$ cat config.mk
export PLATFORM = sky130hd
export DESIGN_NAME = pcpfa_alu
export DESIGN_NICKNAME = d
export VERILOG_FILES = /design/src/pcpfa_pkg.sv /design/src/pcpfa_alu.sv
export SDC_FILE = /design/constraint.sdc
export NUM_CORES = 1
export LEC_CHECK = 0
export ABC_AREA = 1
export BUFFER_PORTS_ARGS = -buffer_cell sky130_fd_sc_hd__buf_2
export CORE_ASPECT_RATIO = 2
export CORE_MARGIN = 5
export CORE_UTILIZATION = 51
export DETAILED_ROUTE_END_ITERATION = 12
export PLACE_DENSITY = 0.79
export SLEW_MARGIN = 20
export SYNTH_ARGS = -nofsm -noshare
export SYNTH_HDL_FRONTEND = slang
export SYNTH_SLANG_ARGS = --single-unit
export TNS_END_PERCENT = 10
$ cat constraint.sdc
create_clock -name clk -period 2.8 [get_ports clk]
set_input_delay 0.56 -clock clk [delete_from_list [all_inputs] [get_ports clk]]
set_output_delay 0.56 -clock clk [all_outputs]
set_load 0.02 [all_outputs]
$ cat src/pcpfa_pkg.sv
// Shared constants, types and codes of the per-CPU page free-list allocator.
`timescale 1ns / 1ps
`default_nettype none
package pcpfa_pkg;

	localparam int NUM_CPUS    = 8;
	localparam int STEAL_BATCH = 8;
	localparam int MAX_PAGES   = 32768;
	localparam int PAGE_BYTES  = 4096;

	localparam int ADDR_W    = 40;
	localparam int CPU_W     = 3;
	localparam int NCPU_W    = 4;
	localparam int OFF_W     = $clog2(PAGE_BYTES);
	localparam int FRAME_W   = ADDR_W - OFF_W;
	localparam int PG_W      = $clog2(MAX_PAGES);
	localparam int CNT_W     = $clog2(STEAL_BATCH + 1);
	localparam int REG_IDX_W = 2;
	localparam int PADDR_W   = REG_IDX_W + 3;
	localparam int PDATA_W   = 64;

	localparam logic [NCPU_W-1:0] NUM_CPUS_MAX  = NCPU_W'(NUM_CPUS);
	localparam logic [CNT_W-1:0]  STEAL_MAX     = CNT_W'(STEAL_BATCH);
	localparam logic [NCPU_W-1:0] NUM_CPUS_RST  = 4'd1;
	localparam logic [ADDR_W-1:0] REG_START_RST = 40'h00_8000_0000;
	localparam logic [ADDR_W-1:0] REG_END_RST   = 40'h00_8800_0000;

	typedef logic [PG_W-1:0] page_t;

	typedef struct packed {
		logic  valid;
		page_t next;
	} link_t;

	typedef struct packed {
		logic [NCPU_W-1:0] num_cpus;
		logic [ADDR_W-1:0] region_start;
		logic [ADDR_W-1:0] region_end;
	} cfg_t;

	typedef enum logic [1:0] {
		ST_OK       = 2'd0,
		ST_OOM      = 2'd1,
		ST_BAD_ADDR = 2'd2,
		ST_BAD_CPU  = 2'd3
	} status_t;

	typedef enum logic {
		CMD_FREE  = 1'b0,
		CMD_ALLOC = 1'b1
	} cmd_t;

	typedef enum logic {
		ALU_ADD = 1'b0,
		ALU_SUB = 1'b1
	} alu_op_t;

	typedef enum logic [REG_IDX_W-1:0] {
		REG_NUM_CPUS     = 2'd0,
		REG_REGION_START = 2'd1,
		REG_REGION_END   = 2'd2
	} reg_idx_t;

endpackage
`default_nettype wire

$ cat src/pcpfa_alu.sv
// Shared registered add/subtract unit used for bounds checks and address arithmetic.
`timescale 1ns / 1ps
`default_nettype none
module pcpfa_alu (
	input  wire logic                         clk,
	input  wire pcpfa_pkg::alu_op_t           op,
	input  wire logic [pcpfa_pkg::ADDR_W-1:0] a,
	input  wire logic [pcpfa_pkg::ADDR_W-1:0] b,
	output logic      [pcpfa_pkg::ADDR_W-1:0] res_q,
	output logic                              borrow_q
);
	import pcpfa_pkg::*;

	logic [ADDR_W:0] sum;

	always_comb begin
		case (op)
			ALU_SUB: sum = {1'b0, a} - {1'b0, b};
			default: sum = {1'b0, a} + {1'b0, b};
		endcase
	end

	always_ff @(posedge clk) begin
		res_q    <= sum[ADDR_W-1:0];
		borrow_q <= sum[ADDR_W];
	end

endmodule
`default_nettype wire

==> results.txt, run 1 <==
----------------------------------------------------
[Run status]
  Result of the run ... did not finish
  Terminating stage of the flow ... global routing (5_1_grt)
  Stop Error ... [ERROR GRT-0232] Routing congestion too high. Check the congestion heatmap in the GUI.

[Floorplanning]
  Horizontal die dimension ... 82.5 um
  I/O pin total ... 123
  Row cnt ... 53
  Initial core utilization ... 51.5%
  Height of the die ... 155 um

[Global routing]
  Global router's overall resource usage ... 59.7%
  Largest net degree at the start of global routing ... 20
  Sum of overflow across all layers after global routing ... 3

[Synthesis]
  Number of cells produced by synthesis ... 987
  Yosys cell types ... 32
  Cell Area, Synth ... 5370 um^2
  Average size of a mapped cell ... 5.44 um^2
  Top cells by area, synth ... nand2_1 25%, dfxtp_1 15%, inv_1 13%
  Syn Nets ... 1111
  Fraction of post-synthesis cell area in the top cell type by area ... 25.3%
  Synthesized flop and latch total ... 41
  Sequential element share of the synthesized area ... 15.3%
  Number of warnings issued by yosys ... 0
  Library cell with the largest summed area after synthesis ... nand2_1

[Clock tree]
  CTS max path bufs ... 2
  Root Buffer Master ... clkbuf_16
  CTS buffer count ... 5
  CTS H-Tree Depth ... 2
  Sink count of the clock tree ... 41
  CTS Hold Buffers Added ... 0

[Placed design]
  Pre-CTS worst setup slack ... -516 ps
  Number of buffers inserted by port buffering ... 122
  Weighted congestion reported at the end of routability-driven placement ... 1.01
  Placed wire-length estimate after detailed placement ... 18500 um
  Cell area after placement ... 7590 um^2

[Timing]
  Worst endpoint pin kind ... sequential cell input
  Worst-slack endpoint at the end of global-route timing repair ... res_q[27]$_DFF_P_/D

----------------------------------------------------
==> timing repair <==
| item | 4_1_cts |
|---|---|
| resized for setup | 60 |
| setup endpoints to repair | 29 |
| setup buffers | 2 |
| pin swaps | 13 |
==> metal layers <==
| layer | overflow | GRT usage, % |
|---|---|---|
| met5 | 0 | 10.4 |
| met4 | 1 | 59.5 |
| met3 | 0 | 36.4 |
| met2 | 2 | 82.2 |
| met1 | 0 | 57.1 |
==> Yosys cell counts <==
master      n
nand2_1   361
xnor2_1    11
o21ai_1     3
ha_1       41
nand3_1    52
a21oi_1    36
buf_2       2
fa_1        1
nor2_4      1
a31oi_1     4
nand2b_1    2
xor2_1     43
o21bai_1    1
clkbuf_1    2
nand2_2     6
nor2_2     17
buf_4       1
inv_1     190
nand3b_1    1
nor3_1     14
nor2_1    105
o31ai_2     1
nand4_1     9
nand3_2     7
clkinv_1    1
and3_1      1
inv_2       1
or2_2       1
dfxtp_1    41
o31ai_1     1
o21ai_0    29
and2_1      1
==> kinds of logic after synthesis <==
family / count (synthesis) / synth area share (%)
adders and majority gates: 42 / 9.93
DFF: 41 / 15.3
buffers and inverters: 197 / 13.9
and+or+nand+nor: 578 / 44.7
xor gates and xnor gates: 54 / 8.82
AOI/OAI and AO/OA: 75 / 7.32
==> stage by stage <==
step / setup TNS, ps / std cells
global placement: -10940 / 1435
floorplan: 0 / 987
CTS: -70.9 / 1445
detailed placement: -12980 / 1435
==> run 2: changes to the inputs <==
CORE_ASPECT_RATIO = unset   (was 2)
CORE_UTILIZATION = 36   (was 51)
PLACE_DENSITY = unset   (was 0.79)
PLACE_DENSITY_LB_ADDON = 0.15   (was unset)
clock period = 3.65 ns   (was 2.8 ns; I/O delays follow)
==> results.txt, run 2 <==
----------------------------------------------------
[Floorplanning]
  Row cnt ... 44 (-17%)
  Initial core utilization ... 36.8% (-15 points)
  Core Area ... 14600 um^2
  I/O pin total ... 123 (unchanged)
  Horizontal die dimension ... 132 um (+60%)
  Height of the die ... 132 um (-15%)
  Die ar. ... 17400 um^2

[Worst setup path]
  Crit. End Element ... flop
  Critical path fanouts, max ... 4
  Worst endpoint data arrival time ... 3390 ps
  Required arrival time at the worst endpoint ... 3840 ps
  Kind of critical path ... primary input to flop
  Startpoint type of the worst setup path ... primary input

[Placed design]
  Weighted congestion reported at the end of routability-driven placement ... 0.927 (-7.8%)
  Number of buffers inserted by port buffering ... 122 (unchanged)
  Placed wire-length estimate after detailed placement ... 15800 um (-15%)
  Number of instances in the placed design ... 1292 (-10%)
  Pre-CTS worst setup slack ... 144 ps (+660 ps)

[Pwr]
  Power share of the sequential group ... 25.5%
  Internal ... 1370 uW
  Worst IR Drop VDD ... 0.000170 V
  Power density of the placed cells ... 375 nW/um^2
  Combinational share of power ... 49.7%
  Clock network fraction of total power ... 24.8%
  Leak Pwr ... 0.00373 uW
  Net switching power ... 1030 uW
  Proportion of total power due to net switching ... 42.8%

[Final layout]
  Area added between synthesis and finish ... 19.3%
  Final Net Count ... 1239
  Highest-count cells in the layout ignoring fill and taps ... 361 x nand2_1, 190 x inv_1, 122 x buf_2
  Core utilization of the finished layout ... 43.9%
  Largest Register ... res_q
  ANT cells ... 0
  Biggest registers after layout ... res_q x40, borrow_q x1
  Filler cells ... 1696
  Number of flip-flops in the largest register ... 40
  Layout cell share with drive strength beyond 1 ... 15.1%
  Non-filler cells, final ... 1300
  Most common cell after layout, fill and taps aside ... nand2_1

[Clock tree]
  Post_cts resized ... 0 (-100%)
  Register clock-pin slew on the reported worst setup and hold paths ... 60 ps
  Root Buffer Master ... clkbuf_16
  Sink count of the clock tree ... 41 (unchanged)
  CTS H-Tree Depth ... 2 (unchanged)
  CTS max path bufs ... 2 (unchanged)
  CTS Hold Buffers Added ... 0 (unchanged)
  TritonCTS clock tree ... built
  CTS buffer count ... 5 (unchanged)
  Post-CTS repair timing setup buffer count ... 0 (-2)

[Timing]
  Unrepaired setup endpoints after global routing ... no
  Setup Viol. Count Final ... 0
  Final Cycle Share ... 87.6%
  Worst rel slew slack ... 64.1%
  Total count of hold-check failures in the final report ... 0
  Setup total negative slack ... 0 ps
  Final setup margin ... 452 ps
  Worst hold slack ... 756 ps
  Final min period ... 3200 ps
  Count of pins over their slew limit ... 0
  Timing-limited maximum frequency ... 313 MHz
  Transition time at the pin with the least slew margin ... 534 ps

[Synthesis]
  Number of warnings issued by yosys ... 0 (unchanged)
  Number of cells produced by synthesis ... 987 (unchanged)
  Most instantiated cells after synthesis ... 361 x nand2_1, 190 x inv_1, 105 x nor2_1
  Top-count cell post-synth ... nand2_1
  Sequential element share of the synthesized area ... 15.3% (unchanged)
  Average size of a mapped cell ... 5.44 um^2 (unchanged)
  Top_reg_cell synth ... dfxtp_1
  Fraction of post-synthesis cell area in the top cell type by area ... 25.3% (unchanged)
  Synthesized flop and latch total ... 41 (unchanged)
  Number of flops mapped to enable cells by yosys ... 0 (unchanged)
  Library cell with the largest summed area after synthesis ... nand2_1
  Cell Area, Synth ... 5370 um^2 (unchanged)
  Top cells by area, synth ... nand2_1 25%, dfxtp_1 15%, inv_1 13%
  Proportion of synthesized flip-flops having asynchronous set or reset ... 0% (unchanged)
  Syn Nets ... 1111 (unchanged)
  Yosys cell types ... 32 (unchanged)

[Route]
  Total detailed-routing wirelength ... 18000 um
  DRT Pass-1 Iters ... 5
  Post-DR vias/cell ... 4.66
  Detailed Route Iter0 Violations ... 346
  Wire length per cell ... 13.8 um
  Remaining DRCs ... 0
  Vias post-DR ... 6056
  Antenna viol nets, final ... 0

[Global routing]
  Global-route wire length before repair ... 28800 um
  Largest net degree at the start of global routing ... 21
  Via count of the first global-routing pass ... 5777
  Initial antenna violation count ... 1
  Sum of overflow across all layers after global routing ... 0
  Global router's overall resource usage ... 20.4%

[Run status]
  Result of the run ... completed

[Worst hold path]
  Worst hold path depth ... 3
  Launch point of the worst hold path ... b[0]
  Sink of the worst hold path ... res_q[0]$_DFF_P_
  Class of the tightest hold or removal check ... primary input to flop

[Job]
  Max-cap violations ... 0

----------------------------------------------------
-- run 2: cell counts after synthesis --
No cell type changed its count.
-- run 2: worst max-delay path by stage --
stage,slack (ps),end,startpoint,depth (start not counted)
final,450,res_q[37]$_DFF_P_,b[13],18
after global placement,90,res_q[35]$_DFF_P_,b[16],18
after CTS,440,res_q[38]$_DFF_P_,b[0],19
after floorplan,670,res_q[38]$_DFF_P_,b[0],18
after global routing,130,res_q[33]$_DFF_P_,b[0],18
after detailed placement,140,res_q[38]$_DFF_P_,b[0],19
-- run 2: per-stage QoR --
| stage | total power (uW) | instance area [um^2] |
|---|---|---|
| after floorplan | 1430 | 5370 |
| after global placement | 1810 | 6210 |
| after detailed placement | 1820 | 6210 |
| after CTS | 2420 | 6400 |
| after global routing | 2590 | 6400 |
| final | 2400 | 6400 |
-- run 2: area by class of cell --
class	instances	area, um^2	area share, %
multi-input combinational	749	3800	59.3
sequential	41	821	12.8
clock inverter	3	65.1	1.02
timing repair buffer	126	641	10.0
tap	184	230	3.60
clock buffer	5	125	1.95
inverter	192	721	11.3
-- run 2: routing by layer --
| metal | share of wire, % | up-vias | global-route usage [%] |
|---|---|---|---|
| met5 | 0.039 | - | 0 |
| met4 | 1.9 | 2 | 5.03 |
| met3 | 5.8 | 23 | 3.36 |
| met2 | 43 | 162 | 32.3 |
| met1 | 49 | 2607 | 28.8 |
| li1 | - | 3262 | - |
-- run 2: cell families after synthesis --
family | count (synthesis) | synth area share (%)
flip-flops | 41 | 15.3
buffers and inverters | 197 | 13.9
XOR/XNOR | 54 | 8.82
AND/OR/NAND/NOR | 578 | 44.7
AO/OA/AOI/OAI | 75 | 7.32
adder cells (fa/ha/maj) | 42 | 9.93
-- run 2: critical path, stage by stage --
cell     delay (ps)
buf_2           130
nor2_2          160
nand3_1         170
nor3_1          220
nand2_1          70
nand2_1         170
xor2_1          250
inv_1           100
ha_1            380
nand2_1         120
nor2_1          230
nand2_1         110
nor2_1          120
nand2_1          70
nand3_2         130
nand2_1         100
nand3_1          80
nand2_1          50
-- run 2: power groups by stage --
stage | logic, uW | registers (uW) | clock network, uW
final | 1190 | 613 | 594
after global placement | 1190 | 623 | 0
after detailed placement | 1190 | 624 | 0
after floorplan | 628 | 798 | 0
after CTS | 1200 | 614 | 606
after global routing | 1330 | 627 | 628
No activity file was read; power rests on OpenSTA's default activity.
