`config.mk`:
```
export PLATFORM = sky130hd
export DESIGN_NAME = pcpfa_regs
export DESIGN_NICKNAME = d
export VERILOG_FILES = /design/src/pcpfa_pkg.sv /design/src/pcpfa_regs.sv
export SDC_FILE = /design/constraint.sdc
export NUM_CORES = 1
export LEC_CHECK = 0
export ABC_AREA = 1
export BUFFER_PORTS_ARGS = -buffer_cell sky130_fd_sc_hd__buf_4
export CORE_UTILIZATION = 48
export DETAILED_ROUTE_END_ITERATION = 7
export PLACE_DENSITY = 0.85
export SLEW_MARGIN = 15
export SYNTH_ARGS = -nofsm -noshare
export SYNTH_HDL_FRONTEND = slang
export SYNTH_SLANG_ARGS = --single-unit
export TNS_END_PERCENT = 10
```
`constraint.sdc`:
```
create_clock -name clk -period 1.2 [get_ports clk]
set_clock_uncertainty 0.2 [all_clocks]
set_input_delay 0.06 -clock clk [delete_from_list [all_inputs] [get_ports clk]]
set_output_delay 0.06 -clock clk [all_outputs]
set_load 0.05 [all_outputs]
```
`src/pcpfa_pkg.sv`:
```
// Shared constants, types and codes of the per-CPU page free-list allocator.
`timescale 1ns / 1ps
`default_nettype none
package pcpfa_pkg;

	localparam int NUM_CPUS    = 8;
	localparam int STEAL_BATCH = 8;
	localparam int MAX_PAGES   = 32768;
	localparam int PAGE_BYTES  = 4096;

	localparam int ADDR_W    = 40;
	localparam int CPU_W     = 3;
	localparam int NCPU_W    = 4;
	localparam int OFF_W     = $clog2(PAGE_BYTES);
	localparam int FRAME_W   = ADDR_W - OFF_W;
	localparam int PG_W      = $clog2(MAX_PAGES);
	localparam int CNT_W     = $clog2(STEAL_BATCH + 1);
	localparam int REG_IDX_W = 2;
	localparam int PADDR_W   = REG_IDX_W + 3;
	localparam int PDATA_W   = 64;

	localparam logic [NCPU_W-1:0] NUM_CPUS_MAX  = NCPU_W'(NUM_CPUS);
	localparam logic [CNT_W-1:0]  STEAL_MAX     = CNT_W'(STEAL_BATCH);
	localparam logic [NCPU_W-1:0] NUM_CPUS_RST  = 4'd1;
	localparam logic [ADDR_W-1:0] REG_START_RST = 40'h00_8000_0000;
	localparam logic [ADDR_W-1:0] REG_END_RST   = 40'h00_8800_0000;

	typedef logic [PG_W-1:0] page_t;

	typedef struct packed {
		logic  valid;
		page_t next;
	} link_t;

	typedef struct packed {
		logic [NCPU_W-1:0] num_cpus;
		logic [ADDR_W-1:0] region_start;
		logic [ADDR_W-1:0] region_end;
	} cfg_t;

	typedef enum logic [1:0] {
		ST_OK       = 2'd0,
		ST_OOM      = 2'd1,
		ST_BAD_ADDR = 2'd2,
		ST_BAD_CPU  = 2'd3
	} status_t;

	typedef enum logic {
		CMD_FREE  = 1'b0,
		CMD_ALLOC = 1'b1
	} cmd_t;

	typedef enum logic {
		ALU_ADD = 1'b0,
		ALU_SUB = 1'b1
	} alu_op_t;

	typedef enum logic [REG_IDX_W-1:0] {
		REG_NUM_CPUS     = 2'd0,
		REG_REGION_START = 2'd1,
		REG_REGION_END   = 2'd2
	} reg_idx_t;

endpackage
`default_nettype wire

```
`src/pcpfa_regs.sv`:
```
// APB configuration registers of the page allocator.
`timescale 1ns / 1ps
`default_nettype none
module pcpfa_regs (
	input  wire logic                          clk,
	input  wire logic                          arst_n,
	input  wire logic                          psel,
	input  wire logic                          penable,
	input  wire logic                          pwrite,
	input  wire logic [pcpfa_pkg::PADDR_W-1:0] paddr,
	input  wire logic [pcpfa_pkg::PDATA_W-1:0] pwdata,
	output logic      [pcpfa_pkg::PDATA_W-1:0] prdata,
	output logic                               pready,
	output pcpfa_pkg::cfg_t                    cfg
);
	import pcpfa_pkg::*;

	cfg_t     cfg_q;
	reg_idx_t idx;
	logic     wr_en;

	assign idx    = reg_idx_t'(paddr[PADDR_W-1:3]);
	assign wr_en  = psel && penable && pwrite;
	assign pready = 1'b1;
	assign cfg    = cfg_q;

	always_ff @(posedge clk or negedge arst_n) begin
		if (!arst_n) begin
			cfg_q.num_cpus     <= NUM_CPUS_RST;
			cfg_q.region_start <= REG_START_RST;
			cfg_q.region_end   <= REG_END_RST;
		end else if (wr_en) begin
			unique case (idx)
				REG_NUM_CPUS:     cfg_q.num_cpus     <= pwdata[NCPU_W-1:0];
				REG_REGION_START: cfg_q.region_start <= pwdata[ADDR_W-1:0];
				REG_REGION_END:   cfg_q.region_end   <= pwdata[ADDR_W-1:0];
				default: ;
			endcase
		end
	end

	always_comb begin
		unique case (idx)
			REG_NUM_CPUS:     prdata = PDATA_W'(cfg_q.num_cpus);
			REG_REGION_START: prdata = PDATA_W'(cfg_q.region_start);
			REG_REGION_END:   prdata = PDATA_W'(cfg_q.region_end);
			default:          prdata = '0;
		endcase
	end

endmodule
`default_nettype wire

```
==> run metrics, run 1 <==
vias in the first global route=4446; largest net degree at the start of global routing=85; 1st-pass router iterations=4; Max Buffers Root-to-Sink=2; CP required=0.94 ns; PD cells=1780 nW/µm²; final hold viol count=4; vias per cell=5.07; Final Util=0.873; PnR worst setup slack=-0.268 ns; commonest non-fill, non-tap cell in the layout=nand2_1; CP startpoint=cfg[27]; final setup vio count=50; crit-path cells=nand2_2, nand2_4, buf_8; worst reg2reg path depth=4; DIE HEIGHT=92.7 µm; cell row count=32; pins over their slew limit=0; Final #Nets=832; outcome=finished, violations left; Reg2Reg Setup Slack=0.06 ns; drt initial violations=179; critical path launch point type=register; P_int=6510 µW; hold_buf cts=42; Reg power frac=0.342; post-synthesis compound-gate area fraction=0; Clk pwr share=0.152; Tcrit/Tclk final=1.22; Post-Synth Simple-Gate Area=0.375; WL per Instance=16.1 µm; slowest cell on the critical path=dfstp_2; initial antenna violation count=0; DRC viols=0; Post-DP HPWL=7860 µm; first-pass GRT wire length=21000 µm; detailed-route wire length=13900 µm; H-tree depth=3; routed vias=4389; minimum clock period=1.47 ns; Die ar.=8580 µm²; most frequent cells in the layout=nand2_1, buf_6, nand2_2, buf_4, dfrtp_2; tightest hold margin=-0.0551 ns; cts bufs inserted=9; unrepaired setup endpoints after global routing=yes; WS Path Type=reg2out; Max FO, Critical Path=3; worst skew pair latency=0.32 ns; Clock Tree Root=clkbuf_8; DP Worst Slack=-0.0601 ns; post-synthesis mux area share=0; total chip power=12200 µW; maximum vdd drop=1.07 mV; Max Freq=681 MHz; Num Clock Sinks=84; Synth Area in XOR/XNOR=0; highest cell delay on the worst timing path=0.57 ns; layout overhead on the synthesized area=73.6%; register bit total from synthesis=84; core footprint=7850 µm²; gr usage total=0.316; max_cap viols=0; Synth cell types=13; Leak=0.00366 µW; # IOs=223; CP endpoint=prdata[27]; failing checks=negative hold slack, negative setup slack; crit path DAT=1.21 ns; Post-Syn Instances=529; FF-to-FF Start=cfg[31]; Switch Pwr=5670 µW; warnings from Yosys=0; routability cong.=0.774; nature of the critical path endpoint=output pin; Mean Syn Cell Area=7.46 µm²; combinational power share=0.506; Antenna Nets Post-Route=0; clock-pin transition on the worst setup and hold timing paths=0.08 ns; Initial Util=0.503; GRT overflow=0; Post-Synth Adder-Cell Area=0; Reg2Reg Capture Point=cfg[31]; Largest register FFs=84; sequential share of the synthesized area=0.534; fin cells=865; CTS tree=done; IO Port Bufs=170; n_diodes=0; largest family of logic cells by synthesized area=simple AND/OR/NAND/NOR gates; share of layout cells above drive strength 1=0.456; cell area after synthesis=3950 µm²; placed cells=794; worst hold path type=in2reg; die span in x=92.7 µm; Switching Share=0.465
per-stage QoR:
stage	instance area, µm²	setup TNS, ns
3_5_place_dp	5560	-1.68
4_1_cts	6680	-6.08
5_1_grt	6850	-9.29
3_3_place_gp	5560	-0.0614
6_report	6850	-6.27
2_1_floorplan	4220	-1.12
critical path, delay by kind of cell, from the launching register on:
kind	cells	cell delay [ns]
buffers and inverters	1	0.14
AND/OR/NAND/NOR	2	0.17
flip-flops	1	0.57
logic make-up after synthesis:
group         Yosys count
buf+inv                54
flops                  84
other cells             2
simple gates          389
synth_stat cells:
cell type    n  area share
buf_2       20       0.025
buf_4       25       0.048
buf_6        4       0.011
conb_1       2      0.0019
dfrtp_1     80        0.51
dfstp_2      4       0.027
inv_1        3      0.0029
inv_2        2      0.0019
nand2_1    377        0.36
nand2_2      2      0.0032
nand3_1      5      0.0063
nor2_1       2      0.0019
nor2_2       3      0.0048
how the worst min path moves through the flow:
stage                     cells after the start  endpoint  slack [ns]     start
final                                         6   cfg[80]       -0.06  paddr[4]
after global placement                        2   cfg[16]       -0.08    arst_n
after detailed placement                      2   cfg[22]       -0.07    arst_n
after global routing                          6   cfg[80]       -0.04  paddr[4]
after floorplan                               0    cfg[0]       -0.44    arst_n
after CTS                                     6   cfg[80]       -0.08  paddr[4]
power groups by stage:
| stage | Sequential [µW] | Combinational (µW) | Clock, µW |
|---|---|---|---|
| final | 4160 | 6160 | 1850 |
| after global placement | 4020 | 5140 | 0 |
| after detailed placement | 4040 | 5240 | 0 |
| after floorplan | 6020 | 1580 | 0 |
| after CTS | 4100 | 5890 | 1880 |
| after global routing | 4220 | 6420 | 2000 |
layer usage:
metal / vias up / track usage / wire length (µm)
met5: - / 0 / 0
met2: 201 / 0.578 / 7560
met3: 46 / 0.0575 / 741
met1: 2161 / 0.349 / 5130
li1: 1981 / - / -
met4: 0 / 0.162 / 491
area by class of cell:
| cell class | count | area, µm² |
|---|---|---|
| Timing Repair Buffer | 244 | 2560 |
| Sequential cell | 84 | 2160 |
| Multi-Input combinational cell | 414 | 1790 |
| Fill cell | 378 | 997 |
| Clock buffer | 11 | 151 |
| Tap cell | 102 | 128 |
| Clock inverter | 5 | 36.3 |
| Inverter | 5 | 18.8 |
what timing repair did:
item,in CTS,in global routing
resized for setup,134,34
setup buffers,4,9
gates cloned,0,0
pin swaps,21,12
setup endpoints to repair,121,117
hold endpoints to repair,168,3
Power figures use the tool's default switching activity.
==> run 2: changes to the inputs <==
SETUP_SLACK_MARGIN = 0.02   (was unset)
==> run 2 against run 1 <==
The flow still finishes with violations (negative hold slack, negative setup slack); largest power group unchanged; clock power barely moved; global-route usage rose by 0.19 points; die area did not move; largest cell class unchanged; core utilization rose by 0.33 points; highest routed layer unchanged.
==> run metrics, run 2 (same netlist as run 1, synthesis figures left out) <==
vias in the first global route=4443; max_cap viols=0; WS Path Type=reg2out; final hold viol count=3; detailed-route wire length=14200 µm; unrepaired setup endpoints after global routing=yes; Hold Path Cell Cnt=6; cts bufs inserted=9; filler cell count=381; IO Port Bufs=170; pins over their slew limit=0; Post-DP HPWL=7860 µm; Clock Tree Root=clkbuf_8; tightest hold margin=-0.0463 ns; routed vias=4463; maximum vdd drop=1.15 mV; PnR worst setup slack=-0.269 ns; cell row count=32; Max FO, Critical Path=3; most frequent cells in the layout=nand2_1, buf_6, buf_4; drt initial violations=215; n_diodes=0; Largest register FFs=84; critical path launch point type=register; Max Freq=681 MHz; worst hold path type=in2reg; # IOs=223; CTS tree=done; commonest non-fill, non-tap cell in the layout=nand2_1; share of layout cells above drive strength 1=0.458; Die ar.=8580 µm²; Tcrit/Tclk final=1.22; Max Buffers Root-to-Sink=2; layout overhead on the synthesized area=74.3%; worst reg2reg path depth=4; DRC viols=0; CP required=0.94 ns; WL per Instance=16.3 µm; crit path DAT=1.21 ns; total chip power=12300 µW; Leak=0.00366 µW; Antenna Nets Post-Route=0; DIE HEIGHT=92.7 µm; routability cong.=0.774; minimum clock period=1.47 ns; die span in x=92.7 µm; worst skew pair latency=0.33 ns; vias per cell=5.14; gr usage total=0.318; GRT overflow=0; initial antenna violation count=0; hold_buf cts=41; H-tree depth=3; Final Util=0.876; DP Worst Slack=-0.0601 ns; nature of the critical path endpoint=output pin; clock-pin transition on the worst setup and hold timing paths=0.09 ns; Num Clock Sinks=84; PD cells=1780 nW/µm²; failing checks=negative hold slack, negative setup slack; 1st-pass router iterations=4; post-route setup TNS=-6.79 ns; core footprint=7850 µm²; Initial Util=0.503; largest net degree at the start of global routing=85; first-pass GRT wire length=21100 µm; final setup vio count=56; Final #Nets=835; outcome=finished, violations left
==> run 2: changes by cell type in the layout (fill, tap and decap cells not counted) <==
cell,delta
buf_4,+3
buf_6,-1
buf_8,+2
dlymetal6s4s_1,-1
nand2_1,+1
nand2_2,-1
==> run 2: repair_timing <==
item,CTS,global route
setup endpoints to repair,124,124
pin swaps,21,11
hold endpoints to repair,168,3
resized for setup,135,34
gates cloned,0,0
buffers inserted,4,13
==> run 2: worst paths after layout <==
check                               from         end  slack, ns
worst max-delay path             cfg[27]  prdata[27]      -0.27
worst min-delay path            paddr[4]     cfg[80]      -0.05
worst max register to register   cfg[31]     cfg[31]       0.07
worst min register to register   cfg[80]     cfg[80]       0.30
max in group asynchronous         arst_n     cfg[78]       0.32
min in group asynchronous         arst_n     cfg[16]       0.07
==> run 2: where the power goes <==
| group | internal [µW] | switching [µW] | total, µW |
|---|---|---|---|
| clock | 866 | 1000 | 1870 |
| combinational | 2200 | 4040 | 6240 |
| sequential | 3490 | 671 | 4160 |
==> run 2: final cells by class <==
class                   instances  area, µm²  area share
clock buffers                  11        151      0.0220
repair buffers                247       2590       0.376
clock inverters                 5       36.3     0.00528
well taps                     102        128      0.0186
multi-input cells             414       1790       0.260
inverters                       5       18.8     0.00273
flip-flops and latches         84       2160       0.315
==> run 2: critical path: stages, from the launching register on <==
cell     delay, ns
dfstp_2       0.58
nand2_2       0.09
nand2_4       0.07
buf_8         0.14
==> run 2: stage by stage <==
| stage | cell area (µm²) | cells |
|---|---|---|
| final | 6880 | 868 |
| after global routing | 6880 | 868 |
| after CTS | 6670 | 855 |
| after detailed placement | 5560 | 794 |
| after global placement | 5560 | 794 |
| after floorplan | 4220 | 552 |
==> run 2: per-layer routing <==
metal / wire length [µm] / part of all wire / vias up / global-route usage
met5: 0 / 0 / - / 0
met4: 479 / 0.034 / 0 / 0.169
met3: 955 / 0.067 / 46 / 0.0591
met2: 7740 / 0.55 / 262 / 0.582
met1: 5000 / 0.35 / 2167 / 0.346
li1: - / - / 1988 / -
